**src/rtl/core/iets_pkg.sv**
```systemverilog
// ----------------------------------------------------------------------------
// iets_pkg
// shared types, codes and masks for the i2c eeprom transfer sequencer
// ----------------------------------------------------------------------------
package iets_pkg;

  localparam int          COUNT_WIDTH_DEF = 16;
  localparam logic [7:0]  DEV_ADDR_RESET  = 8'd160;

  // item kind
  localparam logic FUNC_START = 1'b0;
  localparam logic FUNC_EVENT = 1'b1;

  // operation
  localparam logic OP_WRITE = 1'b0;
  localparam logic OP_READ  = 1'b1;

  // read/write bit of the control byte
  localparam logic [7:0] RW_READ_BIT = 8'h01;

  // transfer status
  localparam logic [1:0] RS_OK          = 2'd0;
  localparam logic [1:0] RS_DEV_W_NACK  = 2'd1;
  localparam logic [1:0] RS_DATA_NACK   = 2'd2;
  localparam logic [1:0] RS_DEV_R_NACK  = 2'd3;

  // control set mask bits
  localparam logic [3:0] SET_NONE  = 4'h0;
  localparam logic [3:0] SET_ACK   = 4'h1;
  localparam logic [3:0] SET_STOP  = 4'h2;
  localparam logic [3:0] SET_START = 4'h4;
  localparam logic [3:0] SET_EN    = 4'h8;

  // control clear mask bits
  localparam logic [4:0] CLR_NONE  = 5'h00;
  localparam logic [4:0] CLR_ACK   = 5'h01;
  localparam logic [4:0] CLR_IRQ   = 5'h02;
  localparam logic [4:0] CLR_STOP  = 5'h04;
  localparam logic [4:0] CLR_START = 5'h08;
  localparam logic [4:0] CLR_EN    = 5'h10;

  typedef enum logic [2:0] {
    PH_IDLE,
    PH_ADDR_HIGH,
    PH_ADDR_LOW,
    PH_WRITE,
    PH_REP_START,
    PH_READ
  } phase_t;

  typedef enum logic [3:0] {
    ST_START      = 4'd0,
    ST_REP_START  = 4'd1,
    ST_SLAW_ACK   = 4'd2,
    ST_SLAW_NACK  = 4'd3,
    ST_DW_ACK     = 4'd4,
    ST_DW_NACK    = 4'd5,
    ST_LOST       = 4'd6,
    ST_SLAR_ACK   = 4'd7,
    ST_SLAR_NACK  = 4'd8,
    ST_DR_ACK     = 4'd9,
    ST_DR_NACK    = 4'd10,
    ST_NOINFO     = 4'd11
  } bus_st_t;

  typedef struct packed {
    logic        func;
    logic        operation;
    logic [15:0] mem_address;
    logic [15:0] byte_count;
    logic [3:0]  bus_status;
    logic [7:0]  rx_byte;
    logic [7:0]  tx_byte;
  } item_t;

  typedef struct packed {
    logic       tx_valid;
    logic [7:0] tx_out;
    logic       tx_consumed;
    logic       rx_valid;
    logic [7:0] rx_out;
    logic [3:0] ctl_set;
    logic [4:0] ctl_clear;
    logic       busy_res;
    logic [1:0] result_status;
  } res_t;

endpackage

```
**src/rtl/core/iets_in_reg.sv**
```systemverilog
// ----------------------------------------------------------------------------
// iets_in_reg
// input register stage, holds one transaction until the decode stage takes it
// ----------------------------------------------------------------------------
module iets_in_reg (
  input  logic          clk,
  input  logic          rst_n,
  input  logic          in_valid,
  output logic          in_ready,
  input  iets_pkg::item_t item_in,
  input  logic          ds_ready,
  output logic          take,
  output iets_pkg::item_t item_q
);
  import iets_pkg::*;

  logic  vld_r;
  logic  vld_nxt;
  item_t item_r;

  assign take     = vld_r && ds_ready;
  assign in_ready = !vld_r || ds_ready;
  assign item_q   = item_r;

  always_comb begin
    vld_nxt = vld_r;
    if (in_valid && in_ready) begin
      vld_nxt = 1'b1;
    end else if (take) begin
      vld_nxt = 1'b0;
    end
  end

  always_ff @(posedge clk) begin
    if (!rst_n) begin
      vld_r <= 1'b0;
    end else begin
      vld_r <= vld_nxt;
    end
  end

  // payload, no reset
  always_ff @(posedge clk) begin
    if (in_valid && in_ready) begin
      item_r <= item_in;
    end
  end

endmodule

```
**src/rtl/core/iets_step.sv**
```systemverilog
// ----------------------------------------------------------------------------
// iets_step
// transfer state and per-transaction decode of starts and bus events
// ----------------------------------------------------------------------------
module iets_step #(
  parameter int COUNT_WIDTH = iets_pkg::COUNT_WIDTH_DEF
) (
  input  logic            clk,
  input  logic            rst_n,
  input  logic            take,
  input  iets_pkg::item_t item,
  input  logic [7:0]      dev_addr,
  output iets_pkg::res_t  res
);
  import iets_pkg::*;

  phase_t                 phase_r, phase_nxt;
  logic                   op_is_read_r, op_is_read_nxt;
  logic [15:0]            target_r, target_nxt;
  logic [COUNT_WIDTH-1:0] remaining_r, remaining_nxt;
  logic [1:0]             status_r, status_nxt;
  logic [COUNT_WIDTH-1:0] rem_dec;
  logic                   rem_gt1;
  bus_st_t                st;

  assign st      = bus_st_t'(item.bus_status);
  // count down saturating at zero
  assign rem_dec = (remaining_r != '0) ? remaining_r - COUNT_WIDTH'(1) : remaining_r;
  // still bytes left after this count down
  assign rem_gt1 = |remaining_r[COUNT_WIDTH-1:1];

  // next state
  always_comb begin
    phase_nxt      = phase_r;
    op_is_read_nxt = op_is_read_r;
    target_nxt     = target_r;
    remaining_nxt  = remaining_r;
    status_nxt     = status_r;
    if (item.func == FUNC_START) begin
      if (phase_r == PH_IDLE) begin
        op_is_read_nxt = item.operation;
        target_nxt     = item.mem_address;
        remaining_nxt  = COUNT_WIDTH'(item.byte_count);
        status_nxt     = RS_OK;
        phase_nxt      = PH_ADDR_HIGH;
      end
    end else if (st != ST_NOINFO && phase_r != PH_IDLE) begin
      unique case (st)
        ST_START:     phase_nxt = PH_ADDR_HIGH;
        ST_REP_START: phase_nxt = PH_READ;
        ST_SLAW_ACK:  phase_nxt = PH_ADDR_LOW;
        ST_SLAW_NACK: begin
          status_nxt = RS_DEV_W_NACK;
          phase_nxt  = PH_IDLE;
        end
        ST_DW_ACK: begin
          unique case (phase_r)
            PH_ADDR_LOW:  phase_nxt = (op_is_read_r == OP_READ) ? PH_REP_START : PH_WRITE;
            PH_REP_START: phase_nxt = PH_READ;
            PH_WRITE: begin
              if (remaining_r != '0) begin
                remaining_nxt = rem_dec;
              end else begin
                phase_nxt = PH_IDLE;
              end
            end
            default: ;
          endcase
        end
        ST_DW_NACK: begin
          status_nxt = RS_DATA_NACK;
          phase_nxt  = PH_IDLE;
        end
        ST_LOST:      phase_nxt = PH_IDLE;
        ST_SLAR_ACK:  remaining_nxt = rem_dec;
        ST_SLAR_NACK: begin
          status_nxt = RS_DEV_R_NACK;
          phase_nxt  = PH_IDLE;
        end
        ST_DR_ACK:    remaining_nxt = rem_dec;
        ST_DR_NACK: begin
          remaining_nxt = rem_dec;
          phase_nxt     = PH_IDLE;
        end
        default: ;
      endcase
    end
  end

  // result fields
  always_comb begin
    res               = '0;
    res.busy_res      = (phase_nxt != PH_IDLE);
    res.result_status = status_nxt;
    if (item.func == FUNC_START) begin
      if (phase_r == PH_IDLE) begin
        res.ctl_set = SET_START;
      end
    end else if (st == ST_NOINFO) begin
      res.ctl_set   = SET_EN;
      res.ctl_clear = CLR_EN;
    end else if (phase_r != PH_IDLE) begin
      unique case (st)
        ST_START: begin
          res.tx_valid  = 1'b1;
          res.tx_out    = dev_addr;
          res.ctl_clear = CLR_IRQ | CLR_START;
        end
        ST_REP_START: begin
          res.tx_valid  = 1'b1;
          res.tx_out    = dev_addr | RW_READ_BIT;
          res.ctl_clear = CLR_IRQ | CLR_START;
        end
        ST_SLAW_ACK: begin
          res.tx_valid  = 1'b1;
          res.tx_out    = target_r[15:8];
          res.ctl_clear = CLR_IRQ | CLR_START | CLR_STOP;
        end
        ST_SLAW_NACK, ST_SLAR_NACK: begin
          res.ctl_clear = CLR_IRQ | CLR_START;
          res.ctl_set   = SET_STOP;
        end
        ST_DW_ACK: begin
          unique case (phase_r)
            PH_ADDR_LOW: begin
              res.tx_valid  = 1'b1;
              res.tx_out    = target_r[7:0];
              res.ctl_clear = CLR_IRQ;
            end
            PH_REP_START: begin
              res.ctl_set   = SET_START;
              res.ctl_clear = CLR_IRQ;
            end
            PH_WRITE: begin
              res.ctl_clear = CLR_IRQ;
              if (remaining_r != '0) begin
                res.tx_valid    = 1'b1;
                res.tx_out      = item.tx_byte;
                res.tx_consumed = 1'b1;
                res.ctl_set     = SET_ACK;
              end else begin
                res.ctl_set = SET_STOP;
              end
            end
            default: ;
          endcase
        end
        ST_DW_NACK: begin
          res.ctl_clear = CLR_IRQ;
          res.ctl_set   = SET_STOP;
        end
        ST_LOST: res.ctl_clear = CLR_IRQ | CLR_START | CLR_STOP;
        ST_SLAR_ACK: begin
          if (rem_gt1) begin
            res.ctl_clear = CLR_IRQ | CLR_START;
            res.ctl_set   = SET_ACK;
          end else begin
            res.ctl_clear = CLR_IRQ | CLR_START | CLR_ACK;
          end
        end
        ST_DR_ACK: begin
          res.rx_valid = 1'b1;
          res.rx_out   = item.rx_byte;
          if (rem_gt1) begin
            res.ctl_clear = CLR_IRQ;
            res.ctl_set   = SET_ACK;
          end else begin
            res.ctl_clear = CLR_IRQ | CLR_ACK;
          end
        end
        ST_DR_NACK: begin
          res.rx_valid  = 1'b1;
          res.rx_out    = item.rx_byte;
          res.ctl_clear = CLR_IRQ;
          res.ctl_set   = SET_STOP;
        end
        default: ;
      endcase
    end
  end

  always_ff @(posedge clk) begin
    if (!rst_n) begin
      phase_r      <= PH_IDLE;
      op_is_read_r <= 1'b0;
      target_r     <= '0;
      remaining_r  <= '0;
      status_r     <= RS_OK;
    end else if (take) begin
      phase_r      <= phase_nxt;
      op_is_read_r <= op_is_read_nxt;
      target_r     <= target_nxt;
      remaining_r  <= remaining_nxt;
      status_r     <= status_nxt;
    end
  end

endmodule

```
**src/rtl/core/i2c_eeprom_transfer_sequencer_top.sv**
```systemverilog
// ----------------------------------------------------------------------------
// i2c_eeprom_transfer_sequencer_top
// sequences one i2c eeprom write or random read on a byte-level i2c master
// ----------------------------------------------------------------------------
//  channel | ports                                   | direction
//  --------+-----------------------------------------+----------
//  in      | in_valid/in_ready, in_func .. in_tx_byte | to block
//  out     | out_valid/out_ready, out_tx_valid ..     | from block
//  cfg     | cfg_valid/cfg_ready, cfg_data            | to block
//
//  one transaction per cycle while the out channel is not stalled; out_valid
//  rises once an accepted transaction has passed the input register and then
//  the decode into the result register
//  the decode is a small case on the bus status and the phase register
//  reset: synchronous active low, phase idle, device address 160
//  a stalled out channel holds the result and back-pressures in through
//  the input register; cfg_ready is always high
// ----------------------------------------------------------------------------
module i2c_eeprom_transfer_sequencer_top #(
  parameter int COUNT_WIDTH = iets_pkg::COUNT_WIDTH_DEF
) (
  input  logic        clk,
  input  logic        rst_n,
  // start / bus event transactions
  input  logic        in_valid,
  output logic        in_ready,
  input  logic        in_func,
  input  logic        in_operation,
  input  logic [15:0] in_mem_address,
  input  logic [15:0] in_byte_count,
  input  logic [3:0]  in_bus_status,
  input  logic [7:0]  in_rx_byte,
  input  logic [7:0]  in_tx_byte,
  // result transactions
  output logic        out_valid,
  input  logic        out_ready,
  output logic        out_tx_valid,
  output logic [7:0]  out_tx_out,
  output logic        out_tx_consumed,
  output logic        out_rx_valid,
  output logic [7:0]  out_rx_out,
  output logic [3:0]  out_ctl_set,
  output logic [4:0]  out_ctl_clear,
  output logic        out_busy_res,
  output logic [1:0]  out_result_status,
  // device address register
  input  logic        cfg_valid,
  output logic        cfg_ready,
  input  logic [7:0]  cfg_data
);
  import iets_pkg::*;

  item_t      item_in;
  item_t      item_q;
  res_t       res;
  res_t       res_r;
  logic       take;
  logic       ds_ready;
  logic       out_vld_r;
  logic       out_vld_nxt;
  logic [7:0] dev_addr_r;

  // device address register; the host must write it only while nothing is in flight, the block does not enforce this
  assign cfg_ready = 1'b1;

  always_ff @(posedge clk) begin
    if (!rst_n) begin
      dev_addr_r <= DEV_ADDR_RESET;
    end else if (cfg_valid && cfg_ready) begin
      dev_addr_r <= cfg_data;
    end
  end

  assign item_in = '{func:        in_func,
                     operation:   in_operation,
                     mem_address: in_mem_address,
                     byte_count:  in_byte_count,
                     bus_status:  in_bus_status,
                     rx_byte:     in_rx_byte,
                     tx_byte:     in_tx_byte};

  // result register free or being emptied this cycle
  assign ds_ready = !out_vld_r || out_ready;

  iets_in_reg u_in_reg (
    .clk      (clk),
    .rst_n    (rst_n),
    .in_valid (in_valid),
    .in_ready (in_ready),
    .item_in  (item_in),
    .ds_ready (ds_ready),
    .take     (take),
    .item_q   (item_q)
  );

  // state advances exactly when a transaction moves into the result register
  iets_step #(
    .COUNT_WIDTH (COUNT_WIDTH)
  ) u_step (
    .clk      (clk),
    .rst_n    (rst_n),
    .take     (take),
    .item     (item_q),
    .dev_addr (dev_addr_r),
    .res      (res)
  );

  // result register
  always_comb begin
    out_vld_nxt = out_vld_r;
    if (take) begin
      out_vld_nxt = 1'b1;
    end else if (out_ready) begin
      out_vld_nxt = 1'b0;
    end
  end

  always_ff @(posedge clk) begin
    if (!rst_n) begin
      out_vld_r <= 1'b0;
    end else begin
      out_vld_r <= out_vld_nxt;
    end
  end

  always_ff @(posedge clk) begin
    if (take) begin
      res_r <= res;
    end
  end

  assign out_valid         = out_vld_r;
  assign out_tx_valid      = res_r.tx_valid;
  assign out_tx_out        = res_r.tx_out;
  assign out_tx_consumed   = res_r.tx_consumed;
  assign out_rx_valid      = res_r.rx_valid;
  assign out_rx_out        = res_r.rx_out;
  assign out_ctl_set       = res_r.ctl_set;
  assign out_ctl_clear     = res_r.ctl_clear;
  assign out_busy_res      = res_r.busy_res;
  assign out_result_status = res_r.result_status;

  // a taken write byte is always loaded and acknowledged
  a_consume_loads : assert property (@(posedge clk) disable iff (!rst_n)
    out_valid && out_tx_consumed |-> out_tx_valid && out_ctl_set == SET_ACK)
    else $error("write byte taken without load");

  // an error status only appears once the transfer has ended
  a_busy_status_ok : assert property (@(posedge clk) disable iff (!rst_n)
    out_valid && out_busy_res |-> out_result_status == RS_OK)
    else $error("error status while transfer still busy");

  // a mid-transfer received byte either acks or clears ack, never both
  a_rx_ack : assert property (@(posedge clk) disable iff (!rst_n)
    out_valid && out_rx_valid && out_busy_res |->
      (out_ctl_set == SET_ACK && out_ctl_clear == CLR_IRQ) ||
      (out_ctl_set == SET_NONE && out_ctl_clear == (CLR_IRQ | CLR_ACK)))
    else $error("inconsistent ack control on received byte");

  // the input stage only hands on a transaction when the result side can take it
  a_take_ready : assert property (@(posedge clk) disable iff (!rst_n)
    take |=> out_valid)
    else $error("result lost after decode");

endmodule

```
**config.mk**
```make
export PLATFORM = sky130hd
export DESIGN_NAME = i2c_eeprom_transfer_sequencer_top
export DESIGN_NICKNAME = d
export VERILOG_FILES = /design/src/rtl/core/iets_pkg.sv /design/src/rtl/core/iets_in_reg.sv /design/src/rtl/core/iets_step.sv /design/src/rtl/core/i2c_eeprom_transfer_sequencer_top.sv
export SDC_FILE = /design/constraint.sdc
export NUM_CORES = 1
export LEC_CHECK = 0
export BUFFER_PORTS_ARGS = -buffer_cell sky130_fd_sc_hd__buf_2
export CORE_MARGIN = 10
export CORE_UTILIZATION = 44
export CTS_CLUSTER_DIAMETER = 60
export DETAILED_ROUTE_END_ITERATION = 8
export GPL_ROUTABILITY_DRIVEN = 0
export PLACE_DENSITY_LB_ADDON = 0.08
export SETUP_SLACK_MARGIN = 0.4
export SLEW_MARGIN = 5
export SYNTH_ARGS = -nofsm -noshare
export SYNTH_HDL_FRONTEND = slang
export SYNTH_SLANG_ARGS = --single-unit
```
**constraint.sdc**
```tcl
create_clock -name clk -period 2.59 [get_ports clk]
set_clock_uncertainty 0.15 [all_clocks]
set_input_delay 0.3885 -clock clk [delete_from_list [all_inputs] [get_ports clk]]
set_output_delay 0.3885 -clock clk [all_outputs]
set_load 0.02 [all_outputs]
```
==> results.txt <==
- Outcome: complete, no violations
- 101 I/O pins were placed.
* Commonest cells after routing, fill and taps aside: sky130_fd_sc_hd__buf_2 (99), sky130_fd_sc_hd__edfxtp_1 (84), sky130_fd_sc_hd__nand2_1 (68)
- TritonCTS built the clock tree.
* R2r endpoint: out_tx_out[4]$_SDFFCE_PP0P_
- The critical path contains buffers and inverters numbering 0 combined.
- STA classifies the critical path endpoint as a flip-flop.
- Simple-gate area share of the yosys netlist: 17.1%
* Cell family with the largest share of critical-path delay: simple AND/OR/NAND/NOR gates
- Count of input and output buffers: 99
- The worst setup path is of the flip-flop to flip-flop kind.
* Net count, final: 773
- Detailed Routing Iterations Pass 1: 7
- Die Y: 136 um
* Compound-gate portion of the synthesized area: 17.3%
- Clock latency on the worst-skew pair, taken at its later pin, is 0.42 ns.
- Data arrives at the worst endpoint at 2.21 ns.
- The first global-routing pass estimated ~26000 um of wire.
* Cell count along the critical path: 5
* Aggregate global-route resource usage: 17.6%
- Count of final hold-check violations: 0
- WP data required: 2.60 ns
* Reg-to-reg startpoint: u_step.remaining_r[12]$_SDFFE_PN0P_
* Yosys cell types: 77
- The tree is rooted in a sky130_fd_sc_hd__clkbuf_16.
* Register-to-Register Setup Slack: between 0.3 and 0.4 ns
- The synthesized design contains 132 register bits.
- Total vias in the final route: ~4900
- Instance count of the mapped netlist: 523
- After global routing the overflow that remains totals 0.
- After synthesis, the mean cell area works out to 11.3 um2.
- By area, the combinational part of the netlist is dominated by compound AO/OA/AOI/OAI gates.
- Type of origin of the critical path: flip-flop
- Dividing total power by cell area gives a power density of 671 nW/um2.
* Top achievable clock speed: between 0.4 and 0.5 GHz
- Relative to the synthesized area, the layout overhead comes to 35.3%.
* Post-synthesis cell area: 5900 um2
* Number of DRC violations after detailed routing: 0
- Level count of the clock H-tree: 4
- Along the worst path, the maximum fanout reaches 6.
- In this run the worst hold path is classified as primary input to flip-flop.
- After layout, the minimum clock period comes to between 2 and 2.5 ns.
* Hold depth: 1
- Count of nets left with antenna violations after detail routing: 0
- Cells with a size suffix above 1 make up roughly 31% of the layout.
* # setup viols final: 0
- After synthesis, the share of flip-flops with an asynchronous set or reset is 0%.
- In this run the cell area measured after placement is approximately 6600 um2.
* Total core area: 13200 um2
- For this block, the initial DRC count from the detailed router was roughly 330.
- Post-synthesis share of cell area spent on full adders, half adders and majority gates: 0.212%
- Least-Margin Pin Slew: 0.714 ns
* Worst-path cell with the longest stage delay: sky130_fd_sc_hd__nor4_4
* Pin count of the biggest net entering global routing: 38
- Placed wire-length estimate: 10700 um
- Wire length reported by the detailed router: 16000 um
* Vias in the first global route: 4943
- Number of antenna diodes: 0
- In this run, synthesis inferred 84 flip-flops with an integrated enable.
* Remaining max-slew budget at the tightest pin: 52.3%
* Post-synth net total: 591
* Number of violations of the max-capacitance limit: 0
- The analysis attributes to cell leakage a power of around 3 nW.
* Post-route cell area: between 7000 and 8000 um2
- Hold Startpoint: in_func
* Post-route clock period utilization: 85.2%
- Most used flip-flop cell after synthesis: sky130_fd_sc_hd__edfxtp_1
- Via density per instance: 5.46
- Post-Place Worst Slack: approximately 0.14 ns
- Post-synthesis mux area share: 1.53%
- Cells along the critical path: nor4_4 > nand4b_4 > a32o_1 > a222oi_1 > nor2_1
- Most common cell after layout, fill and taps aside: sky130_fd_sc_hd__buf_2
* Die X: 136 um
- VDD sags by at most just under 500 uV.
- Post-detailed-route wirelength per cell: ~18 um
- In the final timing run, aggregate negative setup slack is 0 ns.
- The die covers 18400 um2.
* Worst reg-to-reg path cell count: 5
- Initial antenna violation count: 0
* Effective utilization at floorplan: 44.7%
- Clock-pin slew was measured on the worst setup and hold paths at 0.06 ns.
- Seq/Total Area, Yosys: 59.0%
- The final number of max-transition violations is 0.
- Across all setup checks in the final design, the least slack found is between 0.3 and 0.4 ns.
- Setup repair after global routing could not meet its margin everywhere.
* Hold-critical path endpoint: u_in_reg.item_q[53]$_DFFE_PP_
- Counting along the longest clock path gives a buffer depth of 2.
* Clk sinks: 132
* CP max stage delay: about 0.49 ns
* Post-synthesis share of cell area spent on xor and xnor gates: 0.445%
- Final worst hold slack: approximately 0.014 ns
* Core Rows: 42
- Clock tree synthesis inserted a total of 17 buffers.
- Number of warning messages in the yosys log: 0
[flip-flops by register name, indices dropped and copies added, names as in the netlist]
name / count
out_busy_res: 1
u_in_reg.vld_r: 1
u_in_reg.item_q: 54
out_tx_out: 8
u_step.status_r: 2
out_tx_valid: 1
out_result_status: 2
out_ctl_clear: 5
out_tx_consumed: 1
out_valid: 1
u_step.remaining_r: 16
dev_addr_r: 8
u_step.target_r: 16
out_rx_out: 8
out_rx_valid: 1
u_step.op_is_read_r: 1
u_step.phase_r: 3
out_ctl_set: 3
[routing by layer]
| layer | global-route usage (%) | part of all wire, % |
|---|---|---|
| met3 | 5.20 | 6.1 |
| met5 | 0 | 0 |
| met1 | 20.6 | 41 |
| met2 | 29.6 | 50 |
| met4 | 7.06 | 2.1 |
[synth_stat cells, types with 11 or more instances]
master / instances / area (um2)
sky130_fd_sc_hd__o21ai_0: 17 / 85.1
sky130_fd_sc_hd__inv_1: 11 / 41.3
sky130_fd_sc_hd__edfxtp_1: 84 / 2520
sky130_fd_sc_hd__dfxtp_1: 48 / 961
sky130_fd_sc_hd__nor2_1: 40 / 150
sky130_fd_sc_hd__and2_1: 12 / 75.1
sky130_fd_sc_hd__nor3_1: 11 / 55.1
sky130_fd_sc_hd__a21oi_1: 45 / 225
sky130_fd_sc_hd__nand3_1: 16 / 80.1
sky130_fd_sc_hd__clkbuf_1: 15 / 56.3
sky130_fd_sc_hd__buf_2: 13 / 65.1
sky130_fd_sc_hd__nand2_1: 68 / 255
[timing repair]
action | 4_1_cts | 5_1_grt
endpoints found under the hold margin | 52 | 0
pin swaps | 9 | 17
resized for setup | 5 | 18
hold buffers | 52 | 0
cloned | 1 | 1
setup buffers | 12 | 14
endpoints found under the setup margin | 35 | 47
[report_power, final]
group          internal, mW  switching, mW
registers              2.35         0.0667
logic                 0.339          0.389
clock network          1.31          0.901
total                  4.00           1.36
[stage by stage]
step | std cells | utilization [%] | power, mW
finish | 894 | 60.5 | 5.36
floorplan | 523 | - | 2.83
global placement | 782 | 50.2 | 3.00
global route | 894 | 60.5 | 5.58
detailed placement | 782 | 50.2 | 3.01
CTS | 879 | 59.2 | 5.34
[worst register-to-register path, delay by kind of cell (launching register included)]
kind | cells | cell delay (ns)
AOI/OAI and AO/OA | 2 | 0.61
DFF | 1 | 0.37
and+or+nand+nor | 3 | 0.81
[layout make-up]
cell class	instances	area (um2)
Inverter	12	47.5
Timing Repair Buffer	200	1420
Tap cell	176	220
Clock inverter	13	109
Clock buffer	19	433
Sequential cell	132	3490
Fill cell	1098	5200
Multi-Input combinational cell	342	2270
[worst max path at each step]
stage	start	end
floorplan	u_step.remaining_r[0]$_SDFFE_PN0P_	out_tx_out[2]$_SDFFCE_PP0P_
global placement	u_step.remaining_r[0]$_SDFFE_PN0P_	out_tx_out[2]$_SDFFCE_PP0P_
detailed placement	u_step.remaining_r[0]$_SDFFE_PN0P_	out_tx_out[4]$_SDFFCE_PP0P_
CTS	u_step.remaining_r[1]$_SDFFE_PN0P_	out_tx_out[4]$_SDFFCE_PP0P_
global route	u_step.remaining_r[1]$_SDFFE_PN0P_	out_tx_out[4]$_SDFFCE_PP0P_
finish	u_step.remaining_r[12]$_SDFFE_PN0P_	out_tx_out[4]$_SDFFCE_PP0P_
[cells by family after synthesis]
family,after synthesis
AO/OA/AOI/OAI,137
XOR/XNOR,3
adder cells (fa/ha/maj),1
buffers and inverters,51
flip-flops,132
multiplexers,9
other,1
AND/OR/NAND/NOR,189
Note: power is estimated with default switching activity, not from simulation.
